**src/gplm_pkg.sv**
```systemverilog
// ---------------------------------------------------------------------------
// gplm_pkg
// shared types, character codes and helpers of the glob pattern list matcher
// ---------------------------------------------------------------------------
package gplm_pkg;

    // default store depths
    localparam int PATTERN_DEPTH_DEF = 64;
    localparam int NAME_DEPTH_DEF    = 128;

    // special characters
    localparam logic [7:0] CH_ANY  = 8'h3F;
    localparam logic [7:0] CH_STAR = 8'h2A;
    localparam logic [7:0] CH_SEP  = 8'h3B;
    localparam logic [7:0] CH_SP   = 8'h20;

    // request kinds carried on tuser
    typedef enum logic [1:0] {
        MODE_CLEAR = 2'd0,
        MODE_PAT   = 2'd1,
        MODE_NAME  = 2'd2,
        MODE_END   = 2'd3
    } mode_t;

    // top level sequencing
    typedef enum logic [1:0] {
        TOP_IDLE,
        TOP_WALK,
        TOP_DONE
    } top_state_t;

    // match walk sequencing
    typedef enum logic [2:0] {
        W_IDLE,
        W_SCAN_RD,
        W_SCAN_CHK,
        W_MATCH_RD,
        W_MATCH_CHK,
        W_TAIL_RD,
        W_TAIL_CHK
    } walk_state_t;

    // walk status back to the top level
    typedef struct packed {
        logic done;
        logic hit;
    } walk_stat_t;

    // fold upper case letters to lower case
    function automatic logic [7:0] fold(input logic [7:0] c);
        if (c >= 8'h41 && c <= 8'h5A) begin
            return c + 8'h20;
        end
        return c;
    endfunction

endpackage

```
**src/gplm_ram.sv**
```systemverilog
// ---------------------------------------------------------------------------
// gplm_ram
// generic simple dual-port ram, one write and one registered read per cycle
// ---------------------------------------------------------------------------
module gplm_ram #(
    parameter  int WIDTH = 8,
    parameter  int DEPTH = 64,
    localparam int AW    = (DEPTH > 1) ? $clog2(DEPTH) : 1
) (
    input  logic             aclk,
    input  logic             wr_en,
    input  logic [AW-1:0]    wr_addr,
    input  logic [WIDTH-1:0] wr_data,
    input  logic [AW-1:0]    rd_addr,
    output logic [WIDTH-1:0] rd_data
);

    logic [WIDTH-1:0] mem [DEPTH];
    logic [WIDTH-1:0] rd_data_reg;

    // write port and registered read port
    always_ff @(posedge aclk) begin
        if (wr_en) begin
            mem[wr_addr] <= wr_data;
        end
        rd_data_reg <= mem[rd_addr];
    end

    assign rd_data = rd_data_reg;

endmodule

```
**src/gplm_walker.sv**
```systemverilog
// ---------------------------------------------------------------------------
// gplm_walker
// walks the pattern list segment by segment and matches each trimmed
// pattern against the stored name, one memory read step at a time
// ---------------------------------------------------------------------------
module gplm_walker #(
    parameter  int PD  = gplm_pkg::PATTERN_DEPTH_DEF,
    parameter  int ND  = gplm_pkg::NAME_DEPTH_DEF,
    localparam int PAW = $clog2(PD),
    localparam int PLW = $clog2(PD + 1),
    localparam int NAW = $clog2(ND),
    localparam int NLW = $clog2(ND + 1)
) (
    input  logic                 aclk,
    input  logic                 aresetn,
    input  logic                 start,
    input  logic [PLW-1:0]       pat_len,
    input  logic [NLW-1:0]       name_len,
    output logic [PAW-1:0]       pat_addr,
    input  logic [7:0]           pat_data,
    output logic [NAW-1:0]       name_addr,
    input  logic [7:0]           name_data,
    output gplm_pkg::walk_stat_t stat
);

    import gplm_pkg::*;

    walk_state_t    state_reg, state_next;
    logic [PLW-1:0] i_reg, i_next;
    logic [PLW-1:0] a_reg, a_next;
    logic [PLW-1:0] b_reg, b_next;
    logic           seen_reg, seen_next;
    logic [PLW-1:0] lo_reg, lo_next;
    logic [PLW-1:0] len_reg, len_next;
    logic [PLW-1:0] p_reg, p_next;
    logic [PLW-1:0] sp_reg, sp_next;
    logic [NLW-1:0] n_reg, n_next;
    logic [NLW-1:0] sn_reg, sn_next;
    logic           star_reg, star_next;
    logic           done_reg, done_next;
    logic           hit_reg, hit_next;

    logic           seg_end;
    logic           fail;
    logic           p_valid;
    logic [PLW-1:0] pat_sum;

    // read addresses
    assign pat_sum   = lo_reg + p_reg;
    assign pat_addr  = (state_reg == W_SCAN_RD) ? i_reg[PAW-1:0] : pat_sum[PAW-1:0];
    assign name_addr = n_reg[NAW-1:0];
    assign p_valid   = (p_reg < len_reg);

    // next state and walk bookkeeping
    always_comb begin
        state_next = state_reg;
        i_next     = i_reg;
        a_next     = a_reg;
        b_next     = b_reg;
        seen_next  = seen_reg;
        lo_next    = lo_reg;
        len_next   = len_reg;
        p_next     = p_reg;
        sp_next    = sp_reg;
        n_next     = n_reg;
        sn_next    = sn_reg;
        star_next  = star_reg;
        done_next  = 1'b0;
        hit_next   = hit_reg;
        seg_end    = 1'b0;
        fail       = 1'b0;

        case (state_reg)
            W_IDLE: begin
                if (start) begin
                    if (pat_len == '0) begin
                        // empty list matches every name
                        done_next = 1'b1;
                        hit_next  = 1'b1;
                    end else begin
                        i_next     = '0;
                        seen_next  = 1'b0;
                        state_next = W_SCAN_RD;
                    end
                end
            end
            W_SCAN_RD: begin
                if (i_reg == pat_len) begin
                    seg_end = 1'b1;
                end else begin
                    state_next = W_SCAN_CHK;
                end
            end
            W_SCAN_CHK: begin
                if (pat_data == CH_SEP) begin
                    seg_end = 1'b1;
                end else begin
                    // track first and last non-blank byte of the segment
                    if (pat_data != CH_SP) begin
                        if (!seen_reg) begin
                            a_next = i_reg;
                        end
                        seen_next = 1'b1;
                        b_next    = i_reg + 1'b1;
                    end
                    i_next     = i_reg + 1'b1;
                    state_next = W_SCAN_RD;
                end
            end
            W_MATCH_RD: begin
                if (n_reg >= name_len) begin
                    state_next = W_TAIL_RD;
                end else begin
                    state_next = W_MATCH_CHK;
                end
            end
            W_MATCH_CHK: begin
                state_next = W_MATCH_RD;
                if (p_valid && (pat_data == CH_ANY || fold(pat_data) == fold(name_data))) begin
                    n_next = n_reg + 1'b1;
                    p_next = p_reg + 1'b1;
                end else if (p_valid && pat_data == CH_STAR) begin
                    star_next = 1'b1;
                    sp_next   = p_reg;
                    sn_next   = n_reg;
                    p_next    = p_reg + 1'b1;
                end else if (star_reg) begin
                    // back off to the last star, one name byte further on
                    p_next  = sp_reg + 1'b1;
                    sn_next = sn_reg + 1'b1;
                    n_next  = sn_reg + 1'b1;
                end else begin
                    fail = 1'b1;
                end
            end
            W_TAIL_RD: begin
                if (p_valid) begin
                    state_next = W_TAIL_CHK;
                end else begin
                    done_next  = 1'b1;
                    hit_next   = 1'b1;
                    state_next = W_IDLE;
                end
            end
            W_TAIL_CHK: begin
                if (pat_data == CH_STAR) begin
                    p_next     = p_reg + 1'b1;
                    state_next = W_TAIL_RD;
                end else begin
                    fail = 1'b1;
                end
            end
            default: begin
                state_next = W_IDLE;
            end
        endcase

        // end of a segment: match it if it holds anything
        if (seg_end) begin
            if (seen_reg) begin
                lo_next    = a_reg;
                len_next   = b_reg - a_reg;
                p_next     = '0;
                n_next     = '0;
                star_next  = 1'b0;
                state_next = W_MATCH_RD;
            end else if (i_reg == pat_len) begin
                done_next  = 1'b1;
                hit_next   = 1'b0;
                state_next = W_IDLE;
            end else begin
                i_next     = i_reg + 1'b1;
                state_next = W_SCAN_RD;
            end
        end

        // pattern failed: move on past its separator
        if (fail) begin
            if (i_reg == pat_len) begin
                done_next  = 1'b1;
                hit_next   = 1'b0;
                state_next = W_IDLE;
            end else begin
                i_next     = i_reg + 1'b1;
                seen_next  = 1'b0;
                state_next = W_SCAN_RD;
            end
        end
    end

    // control registers
    always_ff @(posedge aclk) begin
        if (!aresetn) begin
            state_reg <= W_IDLE;
            done_reg  <= 1'b0;
        end else begin
            state_reg <= state_next;
            done_reg  <= done_next;
        end
    end

    // walk position registers
    always_ff @(posedge aclk) begin
        i_reg    <= i_next;
        a_reg    <= a_next;
        b_reg    <= b_next;
        seen_reg <= seen_next;
        lo_reg   <= lo_next;
        len_reg  <= len_next;
        p_reg    <= p_next;
        sp_reg   <= sp_next;
        n_reg    <= n_next;
        sn_reg   <= sn_next;
        star_reg <= star_next;
        hit_reg  <= hit_next;
    end

    assign stat.done = done_reg;
    assign stat.hit  = hit_reg;

endmodule

```
**src/glob_pattern_list_matcher_core.sv**
```systemverilog
// ---------------------------------------------------------------------------
// glob_pattern_list_matcher_core
// glob pattern list matcher with pattern and name byte stores in ram
// ---------------------------------------------------------------------------
// s_ channel: tuser carries the request kind (clear list, pattern byte, name
//   byte, end of name), tdata the byte; patterns are separated by ';', with
//   '?' and '*' as wildcards
// m_ channel: one result per end-of-name request, tdata bit 0 matched, bit 1
//   overflow (a store overflowed, matched then 0)
// requests: clear, pattern and name requests are taken back to back
// end of name: the walk scans each segment of the list for its trimmed
//   pattern, matches it against the name step by step and checks its
//   trailing stars, moving on to the next segment on a miss. With a store
//   overflowed the walk is skipped. s_tready stays low until the result is
//   posted, longer while an earlier result waits
// reset: aresetn clears both store lengths, the overflow flags and the result
//   valid flag; the ram contents are left as they are
// stall: a posted result waits in the output register while further requests
//   are taken; the next result waits for it
// ---------------------------------------------------------------------------
module glob_pattern_list_matcher_core #(
    parameter  int PATTERN_DEPTH = gplm_pkg::PATTERN_DEPTH_DEF,
    parameter  int NAME_DEPTH    = gplm_pkg::NAME_DEPTH_DEF,
    localparam int PAW           = $clog2(PATTERN_DEPTH),
    localparam int PLW           = $clog2(PATTERN_DEPTH + 1),
    localparam int NAW           = $clog2(NAME_DEPTH),
    localparam int NLW           = $clog2(NAME_DEPTH + 1)
) (
    input  logic       aclk,
    input  logic       aresetn,
    input  logic       s_tvalid,
    output logic       s_tready,
    input  logic [7:0] s_tdata,   // [7:0] byte_value
    input  logic [1:0] s_tuser,   // [1:0] mode
    output logic       m_tvalid,
    input  logic       m_tready,
    output logic [7:0] m_tdata    // [0] matched, [1] overflow, [7:2] zero
);

    import gplm_pkg::*;

    top_state_t     state_reg, state_next;
    logic [PLW-1:0] pat_len_reg, pat_len_next;
    logic           pat_ovf_reg, pat_ovf_next;
    logic [NLW-1:0] name_len_reg, name_len_next;
    logic           name_ovf_reg, name_ovf_next;
    logic           pend_hit_reg, pend_hit_next;
    logic           pend_ovf_reg, pend_ovf_next;
    logic           m_valid_reg, m_valid_next;
    logic [7:0]     m_data_reg, m_data_next;

    logic           s_acc;
    mode_t          mode;
    logic           pat_we;
    logic           name_we;
    logic           walk_start;
    logic [PAW-1:0] pat_rd_addr;
    logic [7:0]     pat_rd_data;
    logic [NAW-1:0] name_rd_addr;
    logic [7:0]     name_rd_data;
    walk_stat_t     walk_stat;

    assign s_acc   = s_tvalid && s_tready;
    assign mode    = mode_t'(s_tuser);
    assign pat_we  = s_acc && (mode == MODE_PAT) && (pat_len_reg < PLW'(PATTERN_DEPTH));
    assign name_we = s_acc && (mode == MODE_NAME) && (name_len_reg < NLW'(NAME_DEPTH));

    // request handling, result sequencing
    always_comb begin
        state_next    = state_reg;
        pat_len_next  = pat_len_reg;
        pat_ovf_next  = pat_ovf_reg;
        name_len_next = name_len_reg;
        name_ovf_next = name_ovf_reg;
        pend_hit_next = pend_hit_reg;
        pend_ovf_next = pend_ovf_reg;
        m_valid_next  = m_valid_reg;
        m_data_next   = m_data_reg;
        walk_start    = 1'b0;
        s_tready      = 1'b0;

        // output register drains independently
        if (m_valid_reg && m_tready) begin
            m_valid_next = 1'b0;
        end

        case (state_reg)
            TOP_IDLE: begin
                s_tready = 1'b1;
                if (s_acc) begin
                    case (mode)
                        MODE_CLEAR: begin
                            pat_len_next = '0;
                            pat_ovf_next = 1'b0;
                        end
                        MODE_PAT: begin
                            if (pat_we) begin
                                pat_len_next = pat_len_reg + 1'b1;
                            end else begin
                                pat_ovf_next = 1'b1;
                            end
                        end
                        MODE_NAME: begin
                            if (name_we) begin
                                name_len_next = name_len_reg + 1'b1;
                            end else begin
                                name_ovf_next = 1'b1;
                            end
                        end
                        MODE_END: begin
                            if (pat_ovf_reg || name_ovf_reg) begin
                                pend_hit_next = 1'b0;
                                pend_ovf_next = 1'b1;
                                state_next    = TOP_DONE;
                            end else begin
                                pend_ovf_next = 1'b0;
                                walk_start    = 1'b1;
                                state_next    = TOP_WALK;
                            end
                        end
                        default: begin
                            state_next = TOP_IDLE;
                        end
                    endcase
                end
            end
            TOP_WALK: begin
                if (walk_stat.done) begin
                    pend_hit_next = walk_stat.hit;
                    state_next    = TOP_DONE;
                end
            end
            TOP_DONE: begin
                // post the result once the output register is free
                if (!m_valid_reg || m_tready) begin
                    m_valid_next  = 1'b1;
                    m_data_next   = {6'd0, pend_ovf_reg, pend_hit_reg};
                    name_len_next = '0;
                    name_ovf_next = 1'b0;
                    state_next    = TOP_IDLE;
                end
            end
            default: begin
                state_next = TOP_IDLE;
            end
        endcase
    end

    // control registers
    always_ff @(posedge aclk) begin
        if (!aresetn) begin
            state_reg    <= TOP_IDLE;
            pat_len_reg  <= '0;
            pat_ovf_reg  <= 1'b0;
            name_len_reg <= '0;
            name_ovf_reg <= 1'b0;
            m_valid_reg  <= 1'b0;
        end else begin
            state_reg    <= state_next;
            pat_len_reg  <= pat_len_next;
            pat_ovf_reg  <= pat_ovf_next;
            name_len_reg <= name_len_next;
            name_ovf_reg <= name_ovf_next;
            m_valid_reg  <= m_valid_next;
        end
    end

    // result payload
    always_ff @(posedge aclk) begin
        pend_hit_reg <= pend_hit_next;
        pend_ovf_reg <= pend_ovf_next;
        m_data_reg   <= m_data_next;
    end

    assign m_tvalid = m_valid_reg;
    assign m_tdata  = m_data_reg;

    // pattern byte store
    gplm_ram #(
        .WIDTH (8),
        .DEPTH (PATTERN_DEPTH)
    ) u_pat_ram (
        .aclk    (aclk),
        .wr_en   (pat_we),
        .wr_addr (pat_len_reg[PAW-1:0]),
        .wr_data (s_tdata),
        .rd_addr (pat_rd_addr),
        .rd_data (pat_rd_data)
    );

    // name byte store
    gplm_ram #(
        .WIDTH (8),
        .DEPTH (NAME_DEPTH)
    ) u_name_ram (
        .aclk    (aclk),
        .wr_en   (name_we),
        .wr_addr (name_len_reg[NAW-1:0]),
        .wr_data (s_tdata),
        .rd_addr (name_rd_addr),
        .rd_data (name_rd_data)
    );

    // match walk
    gplm_walker #(
        .PD (PATTERN_DEPTH),
        .ND (NAME_DEPTH)
    ) u_walker (
        .aclk      (aclk),
        .aresetn   (aresetn),
        .start     (walk_start),
        .pat_len   (pat_len_reg),
        .name_len  (name_len_reg),
        .pat_addr  (pat_rd_addr),
        .pat_data  (pat_rd_data),
        .name_addr (name_rd_addr),
        .name_data (name_rd_data),
        .stat      (walk_stat)
    );

endmodule

```
**config.mk**
```make
export PLATFORM = sky130hd
export DESIGN_NAME = glob_pattern_list_matcher_core
export DESIGN_NICKNAME = d
export VERILOG_FILES = /design/src/gplm_pkg.sv /design/src/gplm_ram.sv /design/src/gplm_walker.sv /design/src/glob_pattern_list_matcher_core.sv
export SDC_FILE = /design/constraint.sdc
export NUM_CORES = 2
export LEC_CHECK = 0
export BUFFER_PORTS_ARGS = -buffer_cell sky130_fd_sc_hd__buf_2
export CAP_MARGIN = 20
export CORE_MARGIN = 5
export CORE_UTILIZATION = 40
export CTS_CLUSTER_DIAMETER = 40
export CTS_CLUSTER_SIZE = 12
export DETAILED_ROUTE_END_ITERATION = 10
export SYNTH_ARGS = -nofsm -noshare
export SYNTH_HDL_FRONTEND = slang
export SYNTH_SLANG_ARGS = --single-unit
```
**constraint.sdc**
```tcl
create_clock -name aclk -period 3.1 [get_ports aclk]
set_input_delay 0.775 -clock aclk [delete_from_list [all_inputs] [get_ports aclk]]
set_output_delay 0.775 -clock aclk [all_outputs]
set_load 0.02 [all_outputs]
```
==> summary.txt <==
Worst setup path
  – FF-to-FF End: u_pat_ram.rd_data[0]$_DFF_P_
  – R2R Setup Slk: just under 80 ps
  – Crit-path max FO: 15
  – Crit end category: flip-flop
  – Critical path class: reg2reg
  – Worst r2r path cells: 11
  – Worst setup SP type: flip-flop
  – Worst r2r src: u_walker.lo_reg[0]$_DFFE_PP_
  – Crit path launch: u_walker.lo_reg[0]$_DFFE_PP_
  – Data arrival, critical path: between 3000 and 4000 ps
  – Req. time, crit path: about 3800 ps
  – Crit path to: u_pat_ram.rd_data[0]$_DFF_P_

GRT
  – Total track usage: ~18%
  – GRT overflow: 0
  – Largest net degree at the start of global routing: around 110
  – Initial antenna violation count: 6
  – Vias in the first global route: about 33000
  – First-pass GRT wire length: 226300 µm

Route
  – DR WL/cell: 25.55 µm
  – Vias: 32522
  – Via density: between 5 and 6
  – DRT Wirelength: approximately 150000 µm
  – DRT iter0 DRCs: 3068
  – First drt pass iteration count: 5
  – Drt drc: 0
  – Post-DRT Antenna Nets: 0

Synth
  – Top-count cell post-synth: edfxtp_1
  – Post-synth EDFFs: 1582
  – Gate Count Post-Synth: approximately 3200
  – Top-area cell type share of the netlist area: about 72%
  – Post-synth ARST share: 0%
  – Syn_area_per_cell: around 21 µm²
  – FF+latch count, synth: approximately 1600
  – Most used DFF post-synth: edfxtp_1
  – Synth cell count leaders: 1582 x edfxtp_1, 464 x mux4_2, 249 x nor2_1
  – Ranking of synthesized cells by area: edfxtp_1 72%, mux4_2 16%, dfxtp_1 2.0%
  – Leading area contributor after synthesis: edfxtp_1
  – Mapped Area: around 66000 µm²
  – Synth warn: 0
  – Count of unique library cells instantiated by Yosys: just over 70
  – Seq/Total Area, Yosys: about three quarters

STA
  – Fin. Hold Viols: 0
  – Fin crit share: 97.44%
  – Headroom to the max-slew limit: 26.17%
  – Max Fclk: around 0.33 GHz
  – Final number of max-transition violations: 0
  – Clk_skew: approximately 46 ps
  – RSZ-0062 raised after global routing: true
  – Min Hold Slack: about 320 ps
  – Final setup vio count: 0
  – Minimum clock period after layout: 3021 ps
  – Setup tns final: 0 ps
  – Least-Margin Pin Slew: roughly 1100 ps

Die
  – I/O pins: 24
  – DIE HEIGHT: 415.3 µm
  – Site row count: 148
  – Initial Utilization: 40.28%
  – Die ar.: between 150000 and 200000 µm²
  – CORE AREA: roughly 160000 µm²
  – Die width: 415.3 µm

Clock tree
  – Post-CTS Hold Fix Bufs: 0
  – Clock-pin transition on the worst setup and hold timing paths: approximately 50 ps
  – Clock Sinks: around 1600
  – H-tree depth: 4
  – Clock Tree Buf Depth: 3
  – Root Driver: clkbuf_16
  – CTS tree: built
  – Clk Latency, worst-skew pair: slightly above 800 ps
  – TritonCTS Buffers: roughly 200

Status
  – Outcome: finished clean

Pwr
  – P per Cell Area: 739.8 nW/µm²
  – Lkg Pwr: 26.04 nW
  – Peak VDD IR: 535.9 µV

Finish
  – Layout cell share with drive strength beyond 1: about a third
  – Reg with most FFs: u_name_ram.mem
  – Layout Utilization: about 48%
  – Area Overhead vs Synth: 19.86%
  – Nets: 3718
  – Max reg flops: just over 1000
  – Cell area after layout: roughly 80000 µm²
  – Largest registers: u_name_ram.mem x1024, u_pat_ram.mem x512
  – Fillers: between 10000 and 15000
  – Final std cells w/o fill: 6003

Place
  – Placement Cell Area: approximately 72000 µm²
  – Gpl congestion: 0.7985
  – IO Port Bufs: 17
  – DP Wirelength: 96460 µm
  – Placed Cells: 5614

Job
  – Max-Cap Viols: 0

Min path
  – Worst min-delay path class: in2reg
[layout by cell type (no fill, tap or decap), types with 7 or more instances in the layout]
cell type,n
clkbuf_1,31
buf_2,9
nor2_1,249
nand4_1,8
buf_12,69
dfxtp_1,61
clkinvlp_4,22
nand3_1,51
nand2_1,69
mux2i_1,75
nor2b_1,26
a21oi_1,47
a211oi_1,17
buf_4,348
xor2_1,18
mux2i_2,10
mux2_2,31
o21ai_0,16
and3_1,11
ha_1,35
clkinv_4,11
edfxtp_1,1582
o21ai_1,7
inv_6,13
clkinv_1,23
nor3b_1,9
nor3_1,17
xnor2_1,32
nand2b_1,15
buf_6,9
bufinv_16,17
inv_1,41
clkbuf_16,205
mux4_2,464
and2_1,8
clkinv_2,24
or3_1,11
[metal layers]
layer	up-vias	wire length (µm)	GRT usage, %
met5	-	13	0
met4	2	3372	4.638
met3	226	10100	3.699
met2	1027	73240	27.70
met1	17177	66650	25.36
li1	14090	-	-
[power breakdown]
group	total [mW]	internal (mW)	switching (mW)
registers	25.2	24.6	0.531
clock network	23.0	13.6	9.32
logic	10.2	4.91	5.26
total	58.3	43.2	15.1
[worst max-delay path: stages, from the launching register on]
cell      delay [ps]
edfxtp_1         370
ha_1             220
fa_1             500
mux2i_4          270
buf_12           200
buf_16           180
mux4_2           300
nor2b_1          150
a211oi_2         260
a21oi_1          140
mux2i_1          200
o21ai_1           80
[kinds of logic after synthesis]
family / after synthesis / synth area share (%)
flops: 1647 / 74.27
mux: 587 / 17.84
simple gates: 502 / 3.518
buf+inv: 213 / 1.432
compound gates: 150 / 1.512
xor+xnor: 52 / 0.7044
fa+ha+maj: 37 / 0.7273
other cells: 1 / 0.005706
[stage by stage]
stage | total power, mW | setup slack (ps)
floorplan | 31.28 | 53.27
detailed placement | 35.50 | -46.19
CTS | 58.58 | 2.748
finish | 58.28 | 79.28
global placement | 35.45 | -90.74
global route | 60.37 | -35.83
[worst min path at each step]
stage | cells past startpoint | end | from
3_3_place_gp | 0 | m_tdata[1]$_DFFE_PP_ | pend_ovf_reg$_DFFE_PP_
2_1_floorplan | 0 | m_tdata[0]$_DFFE_PP_ | pend_hit_reg$_SDFFCE_PN0P_
4_1_cts | 3 | pat_len_reg[1]$_SDFFE_PN0P_ | s_tuser[1]
5_1_grt | 3 | pat_len_reg[1]$_SDFFE_PN0P_ | s_tuser[1]
3_5_place_dp | 0 | m_tdata[0]$_DFFE_PP_ | pend_hit_reg$_SDFFCE_PN0P_
6_report | 3 | pat_len_reg[1]$_SDFFE_PN0P_ | s_tuser[1]
[final cells by class]
type,count,area (µm²),share of cell area (%)
Antenna cell,2,5.005,0.006354
Clock buffer,238,5240,6.652
Clock inverter,124,1399,1.776
Inverter,43,161.4,0.2049
Multi-Input combinational cell,1334,16150,20.51
Sequential cell,1647,48820,61.98
Tap cell,2175,2721,3.455
Timing Repair Buffer,440,4270,5.421
[repair_timing]
item | CTS | global route
setup endpoints to repair | 3 | 10
resized for setup | 9 | 14
pin swaps | 0 | 0
gates cloned | 0 | 3
setup buffers | 0 | 21
Power figures use the tool's default switching activity.
